$ cat config.mk
export PLATFORM = sky130hd
export DESIGN_NAME = wheel_speed_and_drive_mode
export DESIGN_NICKNAME = d
export VERILOG_FILES = /design/src/hw/rtl/wsdm_pkg.sv /design/src/hw/rtl/wsdm_period.sv /design/src/hw/rtl/wsdm_div.sv /design/src/hw/rtl/wsdm_mode.sv /design/src/hw/rtl/wheel_speed_and_drive_mode.sv
export SDC_FILE = /design/constraint.sdc
export NUM_CORES = 1
export LEC_CHECK = 0
export ABC_AREA = 1
export CAP_MARGIN = 10
export CORE_AREA = 2 2 175 177
export DETAILED_ROUTE_END_ITERATION = 7
export DIE_AREA = 0 0 177 179
export DONT_BUFFER_PORTS = 1
export PLACE_DENSITY = 0.82
export SLEW_MARGIN = 15
export SYNTH_ARGS = -nofsm -noshare
export SYNTH_HDL_FRONTEND = slang
export SYNTH_HIERARCHICAL = 1
export SYNTH_SLANG_ARGS = --single-unit
export TNS_END_PERCENT = 50
$ cat constraint.sdc
create_clock -name clk -period 5.25 [get_ports clk]
set_clock_uncertainty 0.15 [all_clocks]
set_input_delay 0.7875 -clock clk [delete_from_list [all_inputs] [get_ports clk]]
set_output_delay 0.7875 -clock clk [all_outputs]
set_load 0.01 [all_outputs]
$ cat src/hw/rtl/wsdm_pkg.sv
// Shared types and constants for the wheel speed and drive mode block.
// No dependencies; used by wsdm_div, wsdm_mode and the top module by scoped names.
package wsdm_pkg;

    // Fixed field widths
    localparam int SPEED_W = 16;
    localparam int SSPEED_W = 17;
    localparam int LIMIT_W = 16;
    localparam int CIRC_W = 13;
    localparam int CFG_IDX_W = 2;
    localparam int CFG_DATA_W = 16;
    localparam int HOLD_W = 16;
    // circumference * 1000 fits in 23 bits
    localparam int NUM_W = CIRC_W + 10;
    // upper numerator bits checked for quotient overflow
    localparam int NUM_HI_W = NUM_W - SPEED_W;
    localparam int DIV_STEPS = SPEED_W;

    localparam logic [SPEED_W-1:0] SPEED_SAT = '1;

    // Register reset values
    localparam logic [LIMIT_W-1:0] STOP_LIMIT_RST = 16'd200;
    localparam logic [LIMIT_W-1:0] SWITCH_LIMIT_RST = 16'd100;
    localparam logic [CIRC_W-1:0] CIRC_RST = 13'd1596;

    // Configuration register indexes
    localparam logic [CFG_IDX_W-1:0] CFG_STOP_LIMIT = 2'd0;
    localparam logic [CFG_IDX_W-1:0] CFG_SWITCH_LIMIT = 2'd1;
    localparam logic [CFG_IDX_W-1:0] CFG_CIRC = 2'd2;

    // Drive modes
    typedef logic [2:0] mode_t;
    localparam mode_t MODE_PARK = 3'd0;
    localparam mode_t MODE_COAST_FWD = 3'd1;
    localparam mode_t MODE_COAST_BACK = 3'd2;
    localparam mode_t MODE_DRIVE = 3'd3;
    localparam mode_t MODE_RECUP_FWD = 3'd4;
    localparam mode_t MODE_RECUP_BACK = 3'd5;
    localparam mode_t MODE_REVERSE = 3'd6;

    // Pedal direction codes
    localparam logic [1:0] PED_NONE = 2'd0;
    localparam logic [1:0] PED_FWD = 2'd1;
    localparam logic [1:0] PED_BACK = 2'd2;

    // Sequencer states
    typedef enum logic [1:0] {
        ST_IDLE,
        ST_PERIOD,
        ST_DIV,
        ST_DONE
    } state_t;

    // Request into the mode tracker
    typedef struct packed {
        logic       upd;
        logic       sys;
        logic [1:0] ped;
    } mode_req_t;

    // Result of one mode update
    typedef struct packed {
        logic signed [SSPEED_W-1:0] signed_speed;
        mode_t                      mode;
        logic [HOLD_W-1:0]          hold;
        logic                       recup;
        logic                       rev;
    } mode_res_t;

endpackage

$ cat src/hw/rtl/wsdm_period.sv
// Bit-serial pulse period unit: keeps the last pulse timestamp, forms the
// wrapped difference LSB first and scales it by 65/65536 on the fly.
// Depends on nothing but its parameters.
module wsdm_period #(
    parameter int TS_W = 32
) (
    input  logic              clk,
    input  logic              rst_n,
    input  logic              start,
    input  logic [TS_W-1:0]   now,
    output logic              done,
    output logic [TS_W-10:0]  period
);

    localparam int PER_W = TS_W - 9;
    // product 65*dt has TS_W+7 bits, one per cycle
    localparam int STEPS = TS_W + 7;
    localparam int K_W = $clog2(STEPS);
    localparam logic [K_W-1:0] K_LAST = K_W'(STEPS - 1);
    localparam logic [K_W-1:0] K_TS = K_W'(TS_W);
    localparam logic [K_W-1:0] K_LOW = K_W'(16);

    logic [TS_W-1:0]  now_sh_reg, now_sh_next;
    logic [TS_W-1:0]  last_reg, last_next;
    logic [K_W-1:0]   k_reg, k_next;
    logic             busy_reg, busy_next;
    logic             done_reg, done_next;
    logic             borrow_reg, borrow_next;
    logic             carry_reg, carry_next;
    logic [5:0]       dly_reg, dly_next;
    logic [PER_W-1:0] per_reg, per_next;

    logic       in_ts;
    logic       a_bit, b_bit, d_bit;
    logic [1:0] psum;

    // One bit of dt and one bit of 65*dt each cycle
    always_comb
    begin
        in_ts = (k_reg < K_TS);
        a_bit = now_sh_reg[0];
        b_bit = last_reg[0];
        d_bit = in_ts & (a_bit ^ b_bit ^ borrow_reg);
        psum = {1'b0, d_bit} + {1'b0, dly_reg[5]} + {1'b0, carry_reg};

        now_sh_next = now_sh_reg;
        last_next = last_reg;
        k_next = k_reg;
        busy_next = busy_reg;
        done_next = 1'b0;
        borrow_next = borrow_reg;
        carry_next = carry_reg;
        dly_next = dly_reg;
        per_next = per_reg;

        if (start)
        begin
            now_sh_next = now;
            k_next = '0;
            busy_next = 1'b1;
            borrow_next = 1'b0;
            carry_next = 1'b0;
            dly_next = '0;
            per_next = '0;
        end
        else if (busy_reg)
        begin
            // rotate both operands so they are restored after TS_W steps
            if (in_ts)
            begin
                now_sh_next = {now_sh_reg[0], now_sh_reg[TS_W-1:1]};
                last_next = {last_reg[0], last_reg[TS_W-1:1]};
                borrow_next = (~a_bit & b_bit) | (~(a_bit ^ b_bit) & borrow_reg);
            end
            dly_next = {dly_reg[4:0], d_bit};
            carry_next = psum[1];
            // bits 16 and up of the product form the period
            if (k_reg >= K_LOW)
            begin
                per_next = {psum[0], per_reg[PER_W-1:1]};
            end
            k_next = k_reg + 1'b1;
            if (k_reg == K_LAST)
            begin
                busy_next = 1'b0;
                done_next = 1'b1;
                last_next = now_sh_reg;
            end
        end
    end

    always_ff @(posedge clk or negedge rst_n)
    begin
        if (!rst_n)
        begin
            last_reg <= '0;
            k_reg <= '0;
            busy_reg <= 1'b0;
            done_reg <= 1'b0;
            borrow_reg <= 1'b0;
            carry_reg <= 1'b0;
            dly_reg <= '0;
        end
        else
        begin
            last_reg <= last_next;
            k_reg <= k_next;
            busy_reg <= busy_next;
            done_reg <= done_next;
            borrow_reg <= borrow_next;
            carry_reg <= carry_next;
            dly_reg <= dly_next;
        end
    end

    // Payload shift registers
    always_ff @(posedge clk)
    begin
        now_sh_reg <= now_sh_next;
        per_reg <= per_next;
    end

    assign done = done_reg;
    assign period = per_reg;

endmodule

$ cat src/hw/rtl/wsdm_div.sv
// Radix-2 restoring divider, one quotient bit per cycle, with an up-front
// overflow check that saturates the speed quotient. Uses wsdm_pkg.
module wsdm_div #(
    parameter int PER_W = 23
) (
    input  logic                          clk,
    input  logic                          rst_n,
    input  logic                          start,
    input  logic [PER_W-1:0]              period,
    input  logic [wsdm_pkg::NUM_W-1:0]    num,
    output logic                          done,
    output logic [wsdm_pkg::SPEED_W-1:0]  quotient
);

    localparam int CNT_W = $clog2(wsdm_pkg::DIV_STEPS);
    localparam logic [CNT_W-1:0] CNT_LAST = CNT_W'(wsdm_pkg::DIV_STEPS - 1);

    logic [PER_W-1:0]             rem_reg, rem_next;
    logic [PER_W-1:0]             div_reg, div_next;
    logic [wsdm_pkg::SPEED_W-1:0] q_reg, q_next;
    logic [CNT_W-1:0]             cnt_reg, cnt_next;
    logic                         busy_reg, busy_next;
    logic                         done_reg, done_next;

    logic [PER_W-1:0] num_hi;
    logic             sat;
    logic [PER_W:0]   trial;
    logic [PER_W:0]   diff;
    logic             ge;

    always_comb
    begin
        num_hi = PER_W'(num[wsdm_pkg::NUM_W-1:wsdm_pkg::SPEED_W]);
        // zero period or a quotient above the speed range saturates
        sat = (period == '0) || (num_hi >= period);
        trial = {rem_reg, q_reg[wsdm_pkg::SPEED_W-1]};
        diff = trial - {1'b0, div_reg};
        ge = (trial >= {1'b0, div_reg});

        rem_next = rem_reg;
        div_next = div_reg;
        q_next = q_reg;
        cnt_next = cnt_reg;
        busy_next = busy_reg;
        done_next = 1'b0;

        if (start)
        begin
            div_next = period;
            cnt_next = '0;
            if (sat)
            begin
                q_next = wsdm_pkg::SPEED_SAT;
                done_next = 1'b1;
            end
            else
            begin
                rem_next = num_hi;
                q_next = num[wsdm_pkg::SPEED_W-1:0];
                busy_next = 1'b1;
            end
        end
        else if (busy_reg)
        begin
            // shift-subtract step
            rem_next = ge ? diff[PER_W-1:0] : trial[PER_W-1:0];
            q_next = {q_reg[wsdm_pkg::SPEED_W-2:0], ge};
            cnt_next = cnt_reg + 1'b1;
            if (cnt_reg == CNT_LAST)
            begin
                busy_next = 1'b0;
                done_next = 1'b1;
            end
        end
    end

    always_ff @(posedge clk or negedge rst_n)
    begin
        if (!rst_n)
        begin
            cnt_reg <= '0;
            busy_reg <= 1'b0;
            done_reg <= 1'b0;
        end
        else
        begin
            cnt_reg <= cnt_next;
            busy_reg <= busy_next;
            done_reg <= done_next;
        end
    end

    always_ff @(posedge clk)
    begin
        rem_reg <= rem_next;
        div_reg <= div_next;
        q_reg <= q_next;
    end

    assign done = done_reg;
    assign quotient = q_reg;

endmodule

$ cat src/hw/rtl/wsdm_mode.sv
// Drive mode tracker: classifies a candidate mode per tick, counts how long
// it holds and commits it past the switch limit. Uses wsdm_pkg.
module wsdm_mode #(
    parameter int CNT_W = 16
) (
    input  logic                          clk,
    input  logic                          rst_n,
    input  wsdm_pkg::mode_req_t           req,
    input  logic [wsdm_pkg::SPEED_W-1:0]  speed,
    input  logic [wsdm_pkg::LIMIT_W-1:0]  switch_limit,
    output wsdm_pkg::mode_res_t           res
);

    localparam int CMP_W = (CNT_W > wsdm_pkg::HOLD_W) ? CNT_W : wsdm_pkg::HOLD_W;

    wsdm_pkg::mode_t  committed_reg, committed_next;
    wsdm_pkg::mode_t  cand_reg, cand_next;
    wsdm_pkg::mode_t  prev_reg, prev_next;
    logic [CNT_W-1:0] same_reg, same_next;

    logic            zero, back, neg, pos;
    logic            cls_ok;
    wsdm_pkg::mode_t cls;
    logic [CMP_W-1:0] same_ext;

    // Sign from the mode committed before this tick
    always_comb
    begin
        zero = (speed == '0);
        back = (committed_reg == wsdm_pkg::MODE_COAST_BACK)
            || (committed_reg == wsdm_pkg::MODE_RECUP_BACK)
            || (committed_reg == wsdm_pkg::MODE_REVERSE);
        neg = !zero && back;
        pos = !zero && !neg;
    end

    // Classification, first match wins
    always_comb
    begin
        cls_ok = 1'b1;
        cls = wsdm_pkg::MODE_PARK;
        if (zero && req.ped == wsdm_pkg::PED_NONE)
        begin
            cls = wsdm_pkg::MODE_PARK;
        end
        else if (req.sys)
        begin
            if (pos && req.ped == wsdm_pkg::PED_NONE)
                cls = wsdm_pkg::MODE_COAST_FWD;
            else if (neg && req.ped == wsdm_pkg::PED_NONE)
                cls = wsdm_pkg::MODE_COAST_BACK;
            else if (!neg && req.ped == wsdm_pkg::PED_FWD)
                cls = wsdm_pkg::MODE_DRIVE;
            else if (pos && req.ped == wsdm_pkg::PED_BACK)
                cls = wsdm_pkg::MODE_RECUP_FWD;
            else if (neg && req.ped == wsdm_pkg::PED_FWD)
                cls = wsdm_pkg::MODE_RECUP_BACK;
            else if (!pos && req.ped == wsdm_pkg::PED_BACK)
                cls = wsdm_pkg::MODE_REVERSE;
            else
                cls_ok = 1'b0;
        end
        else
        begin
            cls_ok = 1'b0;
        end
    end

    // Hold counter and commit
    always_comb
    begin
        if (cand_reg == prev_reg)
            same_next = (same_reg == '1) ? same_reg : same_reg + 1'b1;
        else
            same_next = '0;
        same_ext = CMP_W'(same_next);
        prev_next = cand_reg;
        cand_next = cand_reg;
        committed_next = committed_reg;
        if (cls_ok)
        begin
            cand_next = cls;
            if (same_ext > CMP_W'(switch_limit))
                committed_next = cls;
        end
    end

    // Result of this tick
    always_comb
    begin
        res.signed_speed = neg ? -$signed({1'b0, speed}) : $signed({1'b0, speed});
        res.mode = committed_next;
        res.hold = same_ext[wsdm_pkg::HOLD_W-1:0];
        res.recup = (committed_next == wsdm_pkg::MODE_RECUP_FWD)
            || (committed_next == wsdm_pkg::MODE_RECUP_BACK);
        res.rev = (committed_next == wsdm_pkg::MODE_REVERSE);
    end

    always_ff @(posedge clk or negedge rst_n)
    begin
        if (!rst_n)
        begin
            committed_reg <= wsdm_pkg::MODE_PARK;
            cand_reg <= wsdm_pkg::MODE_PARK;
            prev_reg <= wsdm_pkg::MODE_PARK;
            same_reg <= '0;
        end
        else if (req.upd)
        begin
            committed_reg <= committed_next;
            cand_reg <= cand_next;
            prev_reg <= prev_next;
            same_reg <= same_next;
        end
    end

endmodule

$ cat src/hw/rtl/wheel_speed_and_drive_mode.sv
// Wheel speed and drive mode, one item per control tick. A tick without a
// reed pulse goes straight to the done state, where its result is written to
// the output register, and the input is taken again once the sequencer is back
// in idle. A tick with a pulse first passes the period and divide states: the
// pulse period is formed and scaled by 65/65536 one bit per cycle, then a
// restoring divider produces the 16-bit speed one bit per cycle. When the
// speed saturates the divider skips its shift-subtract steps. One item is in
// work at a time; a finished result waits in the output register while the
// next item is taken, and a second finished item waits until the output
// register is free. Uses wsdm_pkg, wsdm_period, wsdm_div and wsdm_mode.
module wheel_speed_and_drive_mode #(
    parameter int TIMESTAMP_BITS = 32,
    parameter int COUNTER_BITS = 16
) (
    input  logic                                   clk,
    input  logic                                   rst_n,
    // configuration writes
    input  logic                                   cfg_valid,
    output logic                                   cfg_ready,
    input  logic [wsdm_pkg::CFG_IDX_W-1:0]         cfg_index,
    input  logic [wsdm_pkg::CFG_DATA_W-1:0]        cfg_data,
    // tick items
    input  logic                                   in_valid,
    output logic                                   in_ready,
    input  logic                                   reed_event,
    input  logic [TIMESTAMP_BITS-1:0]              time_now_us,
    input  logic                                   system_on,
    input  logic [1:0]                             pedaling,
    // result items
    output logic                                   out_valid,
    input  logic                                   out_ready,
    output logic signed [wsdm_pkg::SSPEED_W-1:0]   signed_speed_mm_s,
    output logic [2:0]                             drive_mode,
    output logic [wsdm_pkg::HOLD_W-1:0]            hold_ticks,
    output logic                                   recuperation_active,
    output logic                                   reverse_active
);

    localparam int PER_W = TIMESTAMP_BITS - 9;
    localparam int CMP_W = (COUNTER_BITS > wsdm_pkg::LIMIT_W) ? COUNTER_BITS
                                                              : wsdm_pkg::LIMIT_W;

    wsdm_pkg::state_t state_reg, state_next;

    // configuration registers
    logic [wsdm_pkg::LIMIT_W-1:0] stop_limit_reg;
    logic [wsdm_pkg::LIMIT_W-1:0] switch_limit_reg;
    logic [wsdm_pkg::CIRC_W-1:0]  circ_reg;

    // tick state
    logic [COUNTER_BITS-1:0]      tsp_reg, tsp_next;
    logic [wsdm_pkg::SPEED_W-1:0] speed_reg, speed_next;
    logic                         reed_reg;
    logic                         sys_reg;
    logic [1:0]                   ped_reg;

    // output register
    logic                                 out_valid_reg, out_valid_next;
    logic signed [wsdm_pkg::SSPEED_W-1:0] sspeed_reg;
    wsdm_pkg::mode_t                      mode_reg;
    logic [wsdm_pkg::HOLD_W-1:0]          hold_reg;
    logic                                 recup_reg;
    logic                                 rev_reg;

    logic                         accept;
    logic                         per_start, div_start, commit;
    logic                         per_done, div_done;
    logic [PER_W-1:0]             period;
    logic [wsdm_pkg::NUM_W-1:0]   num;
    logic [wsdm_pkg::SPEED_W-1:0] quotient;
    logic                         out_free;
    logic [COUNTER_BITS-1:0]      tsp_inc;
    wsdm_pkg::mode_req_t          mode_req;
    wsdm_pkg::mode_res_t          mode_res;

    assign cfg_ready = 1'b1;
    assign accept = in_valid && in_ready;
    assign out_free = !out_valid_reg || out_ready;

    // Configuration registers
    always_ff @(posedge clk or negedge rst_n)
    begin
        if (!rst_n)
        begin
            stop_limit_reg <= wsdm_pkg::STOP_LIMIT_RST;
            switch_limit_reg <= wsdm_pkg::SWITCH_LIMIT_RST;
            circ_reg <= wsdm_pkg::CIRC_RST;
        end
        else if (cfg_valid && cfg_ready)
        begin
            case (cfg_index)
                wsdm_pkg::CFG_STOP_LIMIT:   stop_limit_reg <= cfg_data;
                wsdm_pkg::CFG_SWITCH_LIMIT: switch_limit_reg <= cfg_data;
                wsdm_pkg::CFG_CIRC:         circ_reg <= cfg_data[wsdm_pkg::CIRC_W-1:0];
                default:                    ;
            endcase
        end
    end

    // Next state
    always_comb
    begin
        state_next = state_reg;
        case (state_reg)
            wsdm_pkg::ST_IDLE:
                if (in_valid)
                    state_next = reed_event ? wsdm_pkg::ST_PERIOD : wsdm_pkg::ST_DONE;
            wsdm_pkg::ST_PERIOD:
                if (per_done)
                    state_next = wsdm_pkg::ST_DIV;
            wsdm_pkg::ST_DIV:
                if (div_done)
                    state_next = wsdm_pkg::ST_DONE;
            wsdm_pkg::ST_DONE:
                if (out_free)
                    state_next = wsdm_pkg::ST_IDLE;
            default:
                state_next = wsdm_pkg::ST_IDLE;
        endcase
    end

    // Sequencer outputs
    always_comb
    begin
        in_ready = 1'b0;
        per_start = 1'b0;
        div_start = 1'b0;
        commit = 1'b0;
        case (state_reg)
            wsdm_pkg::ST_IDLE:
            begin
                in_ready = 1'b1;
                per_start = in_valid && reed_event;
            end
            wsdm_pkg::ST_PERIOD:
                div_start = per_done;
            wsdm_pkg::ST_DIV:
                ;
            wsdm_pkg::ST_DONE:
                commit = out_free;
            default:
                ;
        endcase
    end

    // circumference * 1000 as shifts
    assign num = {circ_reg, 10'b0} - wsdm_pkg::NUM_W'({circ_reg, 4'b0})
               - wsdm_pkg::NUM_W'({circ_reg, 3'b0});

    wsdm_period #(
        .TS_W(TIMESTAMP_BITS)
    ) u_period (
        .clk    (clk),
        .rst_n  (rst_n),
        .start  (per_start),
        .now    (time_now_us),
        .done   (per_done),
        .period (period)
    );

    wsdm_div #(
        .PER_W(PER_W)
    ) u_div (
        .clk      (clk),
        .rst_n    (rst_n),
        .start    (div_start),
        .period   (period),
        .num      (num),
        .done     (div_done),
        .quotient (quotient)
    );

    // Tick counter and speed magnitude for this tick
    always_comb
    begin
        tsp_inc = (tsp_reg == '1) ? tsp_reg : tsp_reg + 1'b1;
        if (reed_reg)
        begin
            tsp_next = '0;
            speed_next = quotient;
        end
        else
        begin
            tsp_next = tsp_inc;
            speed_next = (CMP_W'(tsp_inc) > CMP_W'(stop_limit_reg)) ? '0 : speed_reg;
        end
    end

    assign mode_req.upd = commit;
    assign mode_req.sys = sys_reg;
    assign mode_req.ped = ped_reg;

    wsdm_mode #(
        .CNT_W(COUNTER_BITS)
    ) u_mode (
        .clk          (clk),
        .rst_n        (rst_n),
        .req          (mode_req),
        .speed        (speed_next),
        .switch_limit (switch_limit_reg),
        .res          (mode_res)
    );

    // Output valid
    always_comb
    begin
        out_valid_next = out_valid_reg;
        if (commit)
            out_valid_next = 1'b1;
        else if (out_ready)
            out_valid_next = 1'b0;
    end

    // Control state
    always_ff @(posedge clk or negedge rst_n)
    begin
        if (!rst_n)
        begin
            state_reg <= wsdm_pkg::ST_IDLE;
            out_valid_reg <= 1'b0;
            tsp_reg <= '0;
            speed_reg <= '0;
        end
        else
        begin
            state_reg <= state_next;
            out_valid_reg <= out_valid_next;
            if (commit)
            begin
                tsp_reg <= tsp_next;
                speed_reg <= speed_next;
            end
        end
    end

    // Captured tick fields and result payload
    always_ff @(posedge clk)
    begin
        if (accept)
        begin
            reed_reg <= reed_event;
            sys_reg <= system_on;
            ped_reg <= pedaling;
        end
        if (commit)
        begin
            sspeed_reg <= mode_res.signed_speed;
            mode_reg <= mode_res.mode;
            hold_reg <= mode_res.hold;
            recup_reg <= mode_res.recup;
            rev_reg <= mode_res.rev;
        end
    end

    assign out_valid = out_valid_reg;
    assign signed_speed_mm_s = sspeed_reg;
    assign drive_mode = mode_reg;
    assign hold_ticks = hold_reg;
    assign recuperation_active = recup_reg;
    assign reverse_active = rev_reg;

    // Checks
    a_flags_exclusive: assert property (@(posedge clk) disable iff (!rst_n)
        out_valid |-> !(recuperation_active && reverse_active))
        else $error("recuperation and reverse both active");

    a_per_done_state: assert property (@(posedge clk) disable iff (!rst_n)
        per_done |-> (state_reg == wsdm_pkg::ST_PERIOD))
        else $error("period unit finished outside the period state");

    a_div_done_state: assert property (@(posedge clk) disable iff (!rst_n)
        div_done |-> (state_reg == wsdm_pkg::ST_DIV))
        else $error("divider finished outside the divide state");

    a_result_source: assert property (@(posedge clk) disable iff (!rst_n)
        $rose(out_valid_reg) |-> ($past(state_reg) == wsdm_pkg::ST_DONE))
        else $error("result shown without finishing an item");

endmodule
# Yosys cells after proc, flatten, opt, wreduce, memory -nomap -nowiden
# Cells that the tools add are included.
# totals
regBits	318
inputBits	59
out_inout_bits	41
# op_classes
n_addsub	10
n_lt_le_gt_ge	6
n_eq_ne	23
n_mux	74
bitwise	9
n_reduce_logical	39
# ops
cell	n
2-to-1 mux 16 bit	10
2-to-1 mux 32 bit	5
2-to-1 mux 23 bit	4
2-to-1 mux 1 bit	33
adder 16 x 1 -> 16 bit, second input constant	2
equality test 16 bit, second input constant	2
greater-than comparator 16 bit	2
2-to-1 mux 3 bit	10
>= comparator 24 x 23 -> 1 bit	1
2-to-1 mux 6 bit	4
>= comparator 7 x 23 -> 1 bit	1
zero test 23 bit	1
subtractor 23 x 16 -> 23 bit	1
subtractor 23 x 17 -> 23 bit	1
subtractor 23 bit	1
negator 16 -> 17 bit	1
zero test 16 bit	1
equality test 3 bit, second input constant	5
AND reduction 2 bit	7
logical AND 1 bit	11
2-to-1 mux 2 bit	5
nonzero test 2 bit	5
equality test 2 bit, second input constant	4
2-to-1 mux 4 bit	2
23 further kinds	42

# Logic depth before layout (Yosys ltp)
# Gate-level depths: netlist (run 1).
# logic_depth
ltp_word	24
depth_mapped	34
ltp_nobuf	34

# By module
# Netlist (run 1), hierarchy kept.
# by_module_without_submodules
mod	n_inst	cells_each	area_per_inst_um2	seq_area_each_um2
wheel_speed_and_drive_mode	1	818	6820.3	3278.1
wsdm_div	1	719	5141.2	2011.9
wsdm_period	1	559	4581.9	2622.5
wsdm_mode	1	388	2582.5	625.6

# Worst setup path before layout (run 1)
# No wires, ideal clock.
# synth_path
kind	register to register
from	register circ_reg[9] (netlist bit)
to	register u_div.rem_reg[0] (enable)
arrival_ps	4185
slack_ps	504
path_stages_with_launch	19
n_path_buf	0
period_less_slack_ps	4746
cell_sequence	dfstp_2 > inv_1 > fa_1 > ha_1 > nand2_1 > inv_1 > nand2_1 > nand2_1 > or2_2 > nand2_1 > nand2_1 > nand2_1 > nand2_1 > ha_1 > a21oi_1 > o211ai_1 > nand2_1 > nand3_1 > a21oi_1
# synth_via
elab_chain_len	6
# synth_lines
item	line	rtl
start, declared	wheel_speed_and_drive_mode.sv:48	logic [wsdm_pkg::CIRC_W-1:0] circ_reg;
start signal, assigned	wheel_speed_and_drive_mode.sv:87	circ_reg <= wsdm_pkg::CIRC_RST;
start signal, assigned	wheel_speed_and_drive_mode.sv:94	wsdm_pkg::CFG_CIRC: circ_reg <= cfg_data[wsdm_pkg::CIRC_W-1:0];
subtractor 23 x 17 -> 23 bit	wheel_speed_and_drive_mode.sv:147	assign num = {circ_reg, 10'b0} - wsdm_pkg::NUM_W'({circ_reg, 4'b0})
subtractor 23 x 16 -> 23 bit *	wheel_speed_and_drive_mode.sv:148	- wsdm_pkg::NUM_W'({circ_reg, 3'b0});
net num (one bit)	wheel_speed_and_drive_mode.sv:69	logic [wsdm_pkg::NUM_W-1:0] num;
>= comparator 7 x 23 -> 1 bit *	wsdm_div.sv:35	sat = (period == '0) || (num_hi >= period);
logical OR 1 bit *	wsdm_div.sv:35	
!= test 2 bit (no line) *	n/a	
AND reduction 2 bit (no line) *	n/a	
end signal, assigned	wsdm_div.sv:95	rem_reg <= rem_next;
end, declared	wsdm_div.sv:18	logic [PER_W-1:0] rem_reg, rem_next;
# Mark *: on every way through the listed nets, which the timed path passes. The rest lies on a longest branch.
# A chain may end at the register's enable or synchronous reset.

==> results.json, run 1 <==
{
  "min_period_ps": 4640,
  "grt_pass1_wl_um": 71000,
  "seq_area_sq_um": 8540,
  "outcome": "finished clean",
  "fillers": 2438,
  "wl_met2_um": 20200,
  "htree_levels": 2,
  "coreArea_sq_um": 30000,
  "rr_worst_depth": 26,
  "clk_pin_slew_ps": 60,
  "ys_seq_elements": 318,
  "dr_wl_met3_um": 2540,
  "fp-row-count": 64,
  "fin_nets": 2636,
  "ys_seq_area_frac": 0.446,
  "leakage_nw": 10.4,
  "place_area_sq_um": 19400,
  "cts_sinks": 318,
  "rsz0062_at_grt": "no",
  "fin_crit_sh": 0.884,
  "vias_per_cell": 5.47,
  "top_layer": "met4",
  "synth_edf_count": 136,
  "first_pass_iters": 6,
  "drc": 0,
  "ys_warn_count": 6,
  "worstSetupStartpointType": "flop",
  "final.setup.tns_ps": 0,
  "postRouteAntennaNets": 0,
  "grt_max_degree": 148,
  "drive_above_1_share": 0.0666,
  "drt-total-wl_um": 43200,
  "grt_pass1_vias": 14825,
  "clockRootBuffer": "clkbuf_16",
  "drt_iter0_drc": 1631,
  "start_util": 0.637,
  "fmaxAchievable_mhz": 216,
  "final-setup-viol-count": 0,
  "hold_path.class": "in -> async",
  "grt_antenna_before_repair": 0,
  "io_buffers": 0,
  "syn_area_sq_um": 19100,
  "maxSlewHeadroom": 0.297,
  "track_usage": 0.275,
  "ios": 100,
  "post_cts_resized": 0,
  "reg2reg_from": "tsp_reg[0]$_DFFE_PN0P_",
  "hold_violations": 0,
  "final_cell_area_sq_um": 20500,
  "place.gp.congestion": 0.967,
  "n_antenna_cell": 0,
  "cts_buffer_depth": 3,
  "synth_ff_type": "dfrtp_1",
  "synth_cell_types": 56,
  "worstMarginPinSlew_ps": 1050,
  "cp_data_required_time_ps": 5350,
  "vdd_drop_max_mv": 0.364,
  "dieArea_sq_um": 31700,
  "clk_latency_ps": 520,
  "syn2layout_area_growth_pct": 7.08,
  "critPathKind": "reg -> reg",
  "worstReg2RegEnd": "signed_speed_mm_s[6]$_DFFE_PP_",
  "max_cap_viol_count": 0,
  "cts_tree": "done",
  "numCtsBuffers": 35,
  "die_w_um": 177,
  "multi_input_area_sq_um": 8950,
  "worst-path-max-fanout": 16,
  "vias": 15818,
  "wl_per_cell_um": 15.0,
  "dp_hpwl_um": 30500,
  "endpoint_kind": "flop",
  "maxSlewViolCount": 0,
  "power_density_nw_per_um2": 527,
  "critPathArrivalTime_ps": 4740,
  "synthArstFlopShare": 0.500,
  "wl_met1_um": 19600,
  "synthCells": 2484,
  "grt-ovfl-total": 0,
  "avgSynthCellArea_sq_um": 7.70,
  "die_h_um": 179,
  "reg2reg_slack_ps": 610
}
-- area by class of cell --
cell class                      count  share of cell area
Clock buffer                       53              0.0490
Clock inverter                     11             0.00360
Inverter                          345              0.0632
Multi-Input combinational cell   1753               0.437
Sequential cell                   318               0.417
Tap cell                          396              0.0242
Timing Repair Buffer               14             0.00623
-- worst max path at each step --
stage                                   from                               to  slack (ps)  cells past startpoint
CTS                 circ_reg[10]$_DFFE_PN1P_       u_div/rem_reg[1]$_DFFE_PP_         630                     20
global placement    circ_reg[10]$_DFFE_PN1P_  u_div/rem_reg[22]$_SDFFCE_PP0P_         750                     20
detailed placement   circ_reg[8]$_DFFE_PN0P_  u_div/rem_reg[22]$_SDFFCE_PP0P_         680                     20
finish                tsp_reg[0]$_DFFE_PN0P_   signed_speed_mm_s[6]$_DFFE_PP_         610                     26
floorplan            circ_reg[9]$_DFFE_PN1P_       u_div/rem_reg[0]$_DFFE_PP_         500                     18
global route         circ_reg[4]$_DFFE_PN1P_       u_div/rem_reg[1]$_DFFE_PP_         290                     20
-- worst max-delay path: stages, from the launching register on --
cell and delay [ps]:
dfrtp_1 440, ha_1 270, nand2_1 110, inv_1 90
nand4_1 160, nor2_2 200, nand3_1 100, nand2_1 100
inv_1 50, ha_1 260, nand2_1 80, nor3_1 310
nand2_1 90, nand2_1 80, nand2_2 230, nand2_1 130
nand2_1 90, inv_1 80, ha_1 170, nand2_1 130
nor2_2 190, nand2_2 100, nand2_2 190, inv_1 170
nand2_1 120, o21ai_0 110, xor2_1 150
-- per-stage QoR --
stage | power (mW) | hold WS, ps | cells | util | setup WS, ps
5_1_grt | 11.6 | 161 | 2890 | 0.682 | 287
2_1_floorplan | 7.45 | 298 | 2486 | - | 504
3_3_place_gp | 8.25 | 311 | 2824 | 0.645 | 746
4_1_cts | 10.8 | 138 | 2890 | 0.682 | 633
3_5_place_dp | 8.42 | 315 | 2824 | 0.645 | 681
6_report | 10.8 | 58.9 | 2890 | 0.682 | 610
-- report_power, final --
part	leakage (nW)	switching, mW	internal, mW	total (mW)
clock network	0.535	0.976	1.33	2.31
registers	3.54	0.588	3.64	4.23
logic	6.36	2.88	1.38	4.26
-- synth_stat cells, types with 21 or more instances --
| cell type | n | area (sq um) |
|---|---|---|
| nand2_1 | 871 | 3270 |
| nor2_1 | 213 | 800 |
| ha_1 | 101 | 1260 |
| dfrtp_1 | 147 | 3680 |
| nand3_1 | 117 | 586 |
| clkbuf_1 | 35 | 131 |
| o21ai_1 | 27 | 135 |
| xor2_1 | 30 | 263 |
| nand4_1 | 44 | 275 |
| or2_2 | 21 | 131 |
| o21ai_0 | 109 | 546 |
| edfxtp_1 | 136 | 4080 |
| dfxtp_1 | 23 | 460 |
| inv_1 | 338 | 1270 |
| xnor2_1 | 24 | 210 |
| a21oi_1 | 56 | 280 |
-- metal layers --
layer,track usage,up-vias
met4,0.0706,0
met1,0.386,7404
met3,0.0394,75
met5,0,-
met2,0.449,500
li1,-,7839
-- cells in the final DEF (no fill, tap or decap), drive strengths merged, types with 2 or more instances in the layout --
cell type	instances
a21oi	60
buf	13
nand3	125
fa	9
conb	4
nand4	46
o21bai	4
a31oi	7
dfxtp	23
and2	5
clkinv	7
a21o	4
o21ai	140
dfstp	12
o22ai	6
clkbuf	53
nor4	6
inv	349
ha	101
nor3b	2
o21a	2
xor2	30
xnor2	24
nor2	230
edfxtp	136
nor3	24
nand3b	3
o211ai	4
dfrtp	147
nand2	889
or2	21
-- cells by family (layout without fill, tap and decap cells) --
group / after synthesis / count (layout) / synth area share
AOI/OAI and AO/OA: 233 / 233 / 0.0671
xor gates and xnor gates: 54 / 54 / 0.0247
adders and majority gates: 110 / 110 / 0.0755
buffers and inverters: 415 / 423 / 0.0867
DFF: 318 / 318 / 0.446
other: 2 / 4 / 0.000393
and+or+nand+nor: 1352 / 1352 / 0.299
-- repair_timing --
action / in CTS / in global routing
endpoints found under the hold margin: 147 / 0
hold buffers: 2 / 0
setup buffers: 0 / 0
Note: power is estimated with default switching activity, not from simulation.
==> run 2: changes to the inputs <==
--- a/config.mk
+++ b/config.mk
@@ -5,11 +5,10 @@
 export SDC_FILE = /design/constraint.sdc
 export NUM_CORES = 1
 export LEC_CHECK = 0
-export ABC_AREA = 1
 export CAP_MARGIN = 10
-export CORE_AREA = 2 2 175 177
+export CORE_AREA = 2 2 169 171
 export DETAILED_ROUTE_END_ITERATION = 7
-export DIE_AREA = 0 0 177 179
+export DIE_AREA = 0 0 171 173
 export DONT_BUFFER_PORTS = 1
 export PLACE_DENSITY = 0.82
 export SLEW_MARGIN = 15
==> run 2 against run 1 <==
Compared with the run above: flip-flop and latch count is the same; critical path type unchanged; total power shrank 5.3%; sequential power shrank 4.7%; highest routed layer is now met5; final area shrank 3.8%; via count down 19%; clock power grew 10%; cell count decreased by 27%; die area fell by 6.6%; utilization increased by 3.1 points.
==> results.json, run 2 <==
{
  "clk_pin_slew_ps": 60,
  "cts_buffer_depth": 3,
  "wl_met2_um": 18800,
  "synth_ff_type": "dfrtp_1",
  "grt_max_degree": 148,
  "n_antenna_cell": 0,
  "synth_most_common_cell": "nand2_1",
  "drc": 0,
  "place.gp.congestion": 0.902,
  "layout_commonest_cell": "nand2_1",
  "endpoint_kind": "flop",
  "syn2layout_area_growth_pct": 10.4,
  "power_mw": 10.2,
  "avgSynthCellArea_sq_um": 10.5,
  "cts_tree": "done",
  "drt_iter0_drc": 1176,
  "seq_area_sq_um": 8550,
  "vdd_drop_max_mv": 0.367,
  "hold_path.class": "in -> async",
  "wl_met1_um": 16400,
  "fillers": 1892,
  "syn_area_sq_um": 17800,
  "fmaxAchievable_mhz": 194,
  "outcome": "finished clean",
  "postRouteAntennaNets": 0,
  "grt_antenna_before_repair": 1,
  "rsz0062_at_grt": "yes",
  "worstSetupStartpointType": "flop",
  "multi_input_area_sq_um": 8570,
  "synth_edf_count": 136,
  "drt-total-wl_um": 38300,
  "fp-row-count": 61,
  "drive_above_1_share": 0.160,
  "ys_seq_area_frac": 0.478,
  "dp_hpwl_um": 25600,
  "die_w_um": 171,
  "synth_cell_types": 95,
  "ys_seq_elements": 318,
  "crit_chain": "nand4_4, or3_4, or3_4, or2_4, nand2_1, o21ai_1, ha_1, buf_4, nand2_1, o21ai_0, o311a_4, buf_12, buf_4, nor2_1, nor4_1, nand4_2, a211oi_2, o31ai_4, or2_4, mux2_4",
  "hold_violations": 0,
  "grt_pass1_wl_um": 62100,
  "worstMarginPinSlew_ps": 979,
  "coreArea_sq_um": 27600,
  "clockRootBuffer": "clkbuf_16",
  "max_stage_delay_ps": 430,
  "grt-ovfl-total": 0,
  "ys_warn_count": 6,
  "fin_crit_sh": 0.984,
  "min_period_ps": 5170,
  "ios": 100,
  "htree_levels": 2,
  "holdWs_ps": 46.3,
  "synthArstFlopShare": 0.500,
  "synth_common_cells": "152 x nand2_1, 147 x dfrtp_1, 141 x nor2_1",
  "start_util": 0.646,
  "critPathArrivalTime_ps": 5420,
  "critPathKind": "reg -> reg",
  "final-setup-viol-count": 0,
  "numCtsBuffers": 35,
  "grt_pass1_vias": 12508,
  "cp_data_required_time_ps": 5500,
  "critPathSlowestCell": "dfrtp_2",
  "max_cap_viol_count": 0,
  "wl_per_cell_um": 18.2,
  "place_area_sq_um": 18100,
  "maxSlewHeadroom": 0.346,
  "layout_common_cells": "152 x nand2_1, 138 x dfrtp_1, 136 x nor2_1, 136 x edfxtp_1",
  "yosysTopAreaCell": "edfxtp_1",
  "clk_latency_ps": 530,
  "final.setup.tns_ps": 0,
  "worst-path-max-fanout": 6,
  "maxSlewViolCount": 0,
  "power_density_nw_per_um2": 519,
  "synth_top_area_share": 0.229,
  "dieArea_sq_um": 29600,
  "postLayoutCoreUtil": 0.713,
  "cts_sinks": 318,
  "synth_area_leaders": "edfxtp_1 23%, dfrtp_1 21%, ha_1 7.1%",
  "leakage_nw": 8.23,
  "io_buffers": 0,
  "dr_wl_met3_um": 2350,
  "first_pass_iters": 6,
  "track_usage": 0.255,
  "final_cell_area_sq_um": 19700,
  "vias": 12792,
  "die_h_um": 173,
  "synthCells": 1693,
  "vias_per_cell": 6.07,
  "top_layer": "met5",
  "fin_nets": 1870
}
run 2: per-stage QoR:
| step | setup WS (ps) | std cells |
|---|---|---|
| 2_1_floorplan | 350 | 1695 |
| 3_3_place_gp | 201 | 2018 |
| 3_5_place_dp | 32.2 | 2018 |
| 4_1_cts | 10.0 | 2084 |
| 5_1_grt | -87.4 | 2106 |
| 6_report | 84.4 | 2106 |
run 2: metal layers:
layer | track usage | vias up
met5 | 0 | -
met4 | 0.0636 | 2
met3 | 0.0586 | 58
met2 | 0.425 | 394
met1 | 0.338 | 6242
li1 | - | 6096
run 2: logic make-up after synthesis:
| kind of cell | Yosys count | synth area share |
|---|---|---|
| AOI/OAI and AO/OA | 373 | 0.142 |
| xor gates and xnor gates | 77 | 0.0378 |
| adders and majority gates | 110 | 0.0809 |
| buffers and inverters | 199 | 0.0473 |
| DFF | 318 | 0.478 |
| muxes | 123 | 0.0746 |
| other | 2 | 0.000421 |
| and+or+nand+nor | 491 | 0.138 |
run 2: timing repair:
item | CTS | global route
setup buffers | 0 | 21
resized for setup | 0 | 32
hold buffers | 2 | 0
endpoints found under the setup margin | 0 | 64
hold endpoints to repair | 147 | 0
run 2: where the power goes:
group / switching (mW) / internal [mW] / leakage (nW) / total [mW]
clock: 0.988 / 1.56 / 0.589 / 2.55
sequential: 0.558 / 3.48 / 3.35 / 4.03
combinational: 2.15 / 1.49 / 4.29 / 3.64
total: 3.70 / 6.53 / 8.23 / 10.2
run 2: path summary, 6_finish.rpt:
kind	cells after the start	to	slack [ps]	from
max	20	u_mode/committed_reg[0]$_DFFE_PN0P_	80	tsp_reg[3]$_DFFE_PN0P_
min	1	speed_reg[1]$_DFFE_PN0P_	50	rst_n
max reg2reg	20	u_mode/committed_reg[0]$_DFFE_PN0P_	80	tsp_reg[3]$_DFFE_PN0P_
min reg2reg	2	u_period/period[17]$_SDFFE_PP0P_	330	u_period/period[17]$_SDFFE_PP0P_
max in group asynchronous	1	stop_limit_reg[3]$_DFFE_PN1P_	3930	rst_n
min in group clk	0	reed_reg$_DFFE_PP_	200	reed_event
run 2: worst max-delay path, delay by kind of cell, from the launching register on:
family	cells	cell delay [ps]
DFF	1	430
muxes	1	300
buffers and inverters	3	340
and+or+nand+nor	10	2330
AOI/OAI and AO/OA	5	1190
adders and majority gates	1	300
run 2: layout make-up:
cell class	instances	area share
Multi-Input combinational cell	1178	0.435
Clock buffer	48	0.0516
Sequential cell	318	0.434
Inverter	125	0.0240
Clock inverter	16	0.0104
Tap cell	378	0.0240
Timing Repair Buffer	43	0.0207
==> run 3: changes to the inputs <==
--- a/config.mk
+++ b/config.mk
@@ -6,11 +6,11 @@
 export NUM_CORES = 1
 export LEC_CHECK = 0
 export CAP_MARGIN = 10
-export CORE_AREA = 2 2 169 171
+export CORE_AREA = 2 2 180 182
 export DETAILED_ROUTE_END_ITERATION = 7
-export DIE_AREA = 0 0 171 173
+export DIE_AREA = 0 0 182 184
 export DONT_BUFFER_PORTS = 1
-export PLACE_DENSITY = 0.82
+export PLACE_DENSITY = 0.74
 export SLEW_MARGIN = 15
 export SYNTH_ARGS = -nofsm -noshare
 export SYNTH_HDL_FRONTEND = slang
==> run 3 against run 2 <==
Compared with the run above: sequential power about the same; register-to-register slack improved by 130 ps; clock power decreased by 2%; critical endpoint is now u_mode/committed_reg[2]$_DFFE_PN0P_; largest cell class unchanged.
==> results.json, run 3 (synthesized netlist as in run 2, its figures left out) <==
{
  "clockRootBuffer": "clkbuf_16",
  "clk_latency_ps": 510,
  "worstMarginPinSlew_ps": 1040,
  "fin_nets": 1867,
  "rr_worst_depth": 21,
  "cp-endpoint": "u_mode/committed_reg[2]$_DFFE_PN0P_",
  "postLayoutCoreUtil": 0.627,
  "ios": 100,
  "leakage_nw": 8.21,
  "worstReg2RegEnd": "u_mode/committed_reg[2]$_DFFE_PN0P_",
  "layout_common_cells": "151 x nand2_1, 140 x nor2_1, 138 x dfrtp_1",
  "io_buffers": 0,
  "dp_hpwl_um": 25400,
  "postRouteAntennaNets": 0,
  "clk_pin_slew_ps": 60,
  "numCtsBuffers": 35,
  "power_mw": 10.1,
  "wl_met2_um": 17400,
  "maxSlewHeadroom": 0.307,
  "htree_levels": 2,
  "critPathKind": "reg -> reg",
  "worst-path-max-fanout": 8,
  "dieArea_sq_um": 33500,
  "multi_input_area_sq_um": 8560,
  "p_int_mw": 6.48,
  "die_h_um": 184,
  "startpoint": "tsp_reg[3]$_DFFE_PN0P_",
  "wl_met1_um": 16700,
  "top_layer": "met5",
  "finalNonFillerCells": 2126,
  "pwr-share-seq": 0.399,
  "power_density_nw_per_um2": 513,
  "vias_per_cell": 5.91,
  "hold_violations": 0,
  "drive_above_1_share": 0.156,
  "reg2reg_from": "tsp_reg[3]$_DFFE_PN0P_",
  "hold_path.class": "in -> async",
  "vias": 12564,
  "wl_per_cell_um": 17.4,
  "endpoint_kind": "flop",
  "drt_iter0_drc": 769,
  "final.setup.tns_ps": 0,
  "grt_pass1_vias": 12294,
  "cts_sinks": 318,
  "seq_area_sq_um": 8550,
  "fp-row-count": 65,
  "drc": 0,
  "cts_buffer_depth": 3,
  "outcome": "finished clean",
  "fin_crit_sh": 0.960,
  "clock_power_share": 0.248,
  "track_usage": 0.220,
  "first_pass_iters": 5,
  "vdd_drop_max_mv": 0.385,
  "die_w_um": 182,
  "critPathArrivalTime_ps": 5280,
  "fmaxAchievable_mhz": 198,
  "syn2layout_area_growth_pct": 10.2,
  "cp_data_required_time_ps": 5490,
  "layout_commonest_cell": "nand2_1",
  "coreArea_sq_um": 31400,
  "n_antenna_cell": 0,
  "min_period_ps": 5040,
  "maxSlewViolCount": 0,
  "switching_share": 0.358,
  "place.gp.congestion": 0.896,
  "worstSetupStartpointType": "flop",
  "fillers": 2460,
  "final-setup-viol-count": 0,
  "grt_pass1_wl_um": 60900,
  "drt-total-wl_um": 36900,
  "max_cap_viol_count": 0,
  "start_util": 0.568,
  "combPwrFrac": 0.353,
  "switchingPower_mw": 3.61,
  "grt_max_degree": 148,
  "grt_antenna_before_repair": 4,
  "grt-ovfl-total": 0,
  "dp_cells": 2045,
  "cts_tree": "done",
  "dr_wl_met3_um": 2100,
  "reg2reg_slack_ps": 210
}
==> run 3: metal layers <==
| layer | vias up | GRT usage |
|---|---|---|
| met5 | - | 0 |
| met4 | 6 | 0.0584 |
| met3 | 64 | 0.0460 |
| met2 | 294 | 0.370 |
| met1 | 6107 | 0.292 |
| li1 | 6093 | - |
==> run 3: repair_timing <==
item,4_1_cts,5_1_grt
resized for setup,0,28
setup endpoints to repair,0,58
hold buffers,2,0
buffers inserted,0,15
endpoints found under the hold margin,147,0
==> run 3: worst max-delay path, cell delays in order (launching register included) <==
cell and delay (ps):
dfrtp_2 430, nand4_4 150, or3_4 360, or3_4 410
or2_4 250, nand2_1 60, o21ai_1 70, ha_1 320
nand4_1 150, nor2_2 160, o31a_1 170, o311a_4 250
buf_12 120, nor2_1 60, inv_1 110, ha_4 150
nor4b_4 260, nand4_2 190, a211oi_2 320, o31ai_4 160
or2_4 310, mux2_4 290
==> run 3: how the worst min path moves through the flow <==
stage                                                   to  depth (start not counted)
after floorplan                 u_div/div_reg[4]$_DFFE_PP_                          0
after global placement    u_period/period[18]$_SDFFE_PP0P_                          2
after detailed placement        u_div/div_reg[9]$_DFFE_PP_                          0
after CTS                        speed_reg[14]$_DFFE_PN0P_                          1
after global routing              speed_reg[2]$_DFFE_PN0P_                          1
final                            speed_reg[14]$_DFFE_PN0P_                          1
==> run 3: cell type report <==
class / count / share of cell area
repair buffers: 40 / 0.0196
inverters: 125 / 0.0240
multi-input cells: 1178 / 0.435
clock buffers: 49 / 0.0529
well taps: 402 / 0.0256
flip-flops and latches: 318 / 0.435
clock inverters: 14 / 0.00795
==> run 3: metrics by stage <==
stage / instance area [sq um] / setup WS [ps] / hold WS [ps]
3_5_place_dp: 18200 / 55.6 / 328
2_1_floorplan: 17900 / 350 / 302
5_1_grt: 19700 / -15.8 / 156
3_3_place_gp: 18200 / 216 / 318
4_1_cts: 19400 / 36.1 / 153
6_report: 19700 / 211 / 98.3
==> run 3: power by group through the flow <==
stage	Clock [mW]	Sequential, mW	Combinational (mW)
finish	2.51	4.02	3.56
global route	2.65	4.12	4.00
CTS	2.56	4.02	3.53
detailed placement	0	4.05	3.47
global placement	0	4.04	3.36
floorplan	0	3.88	2.79
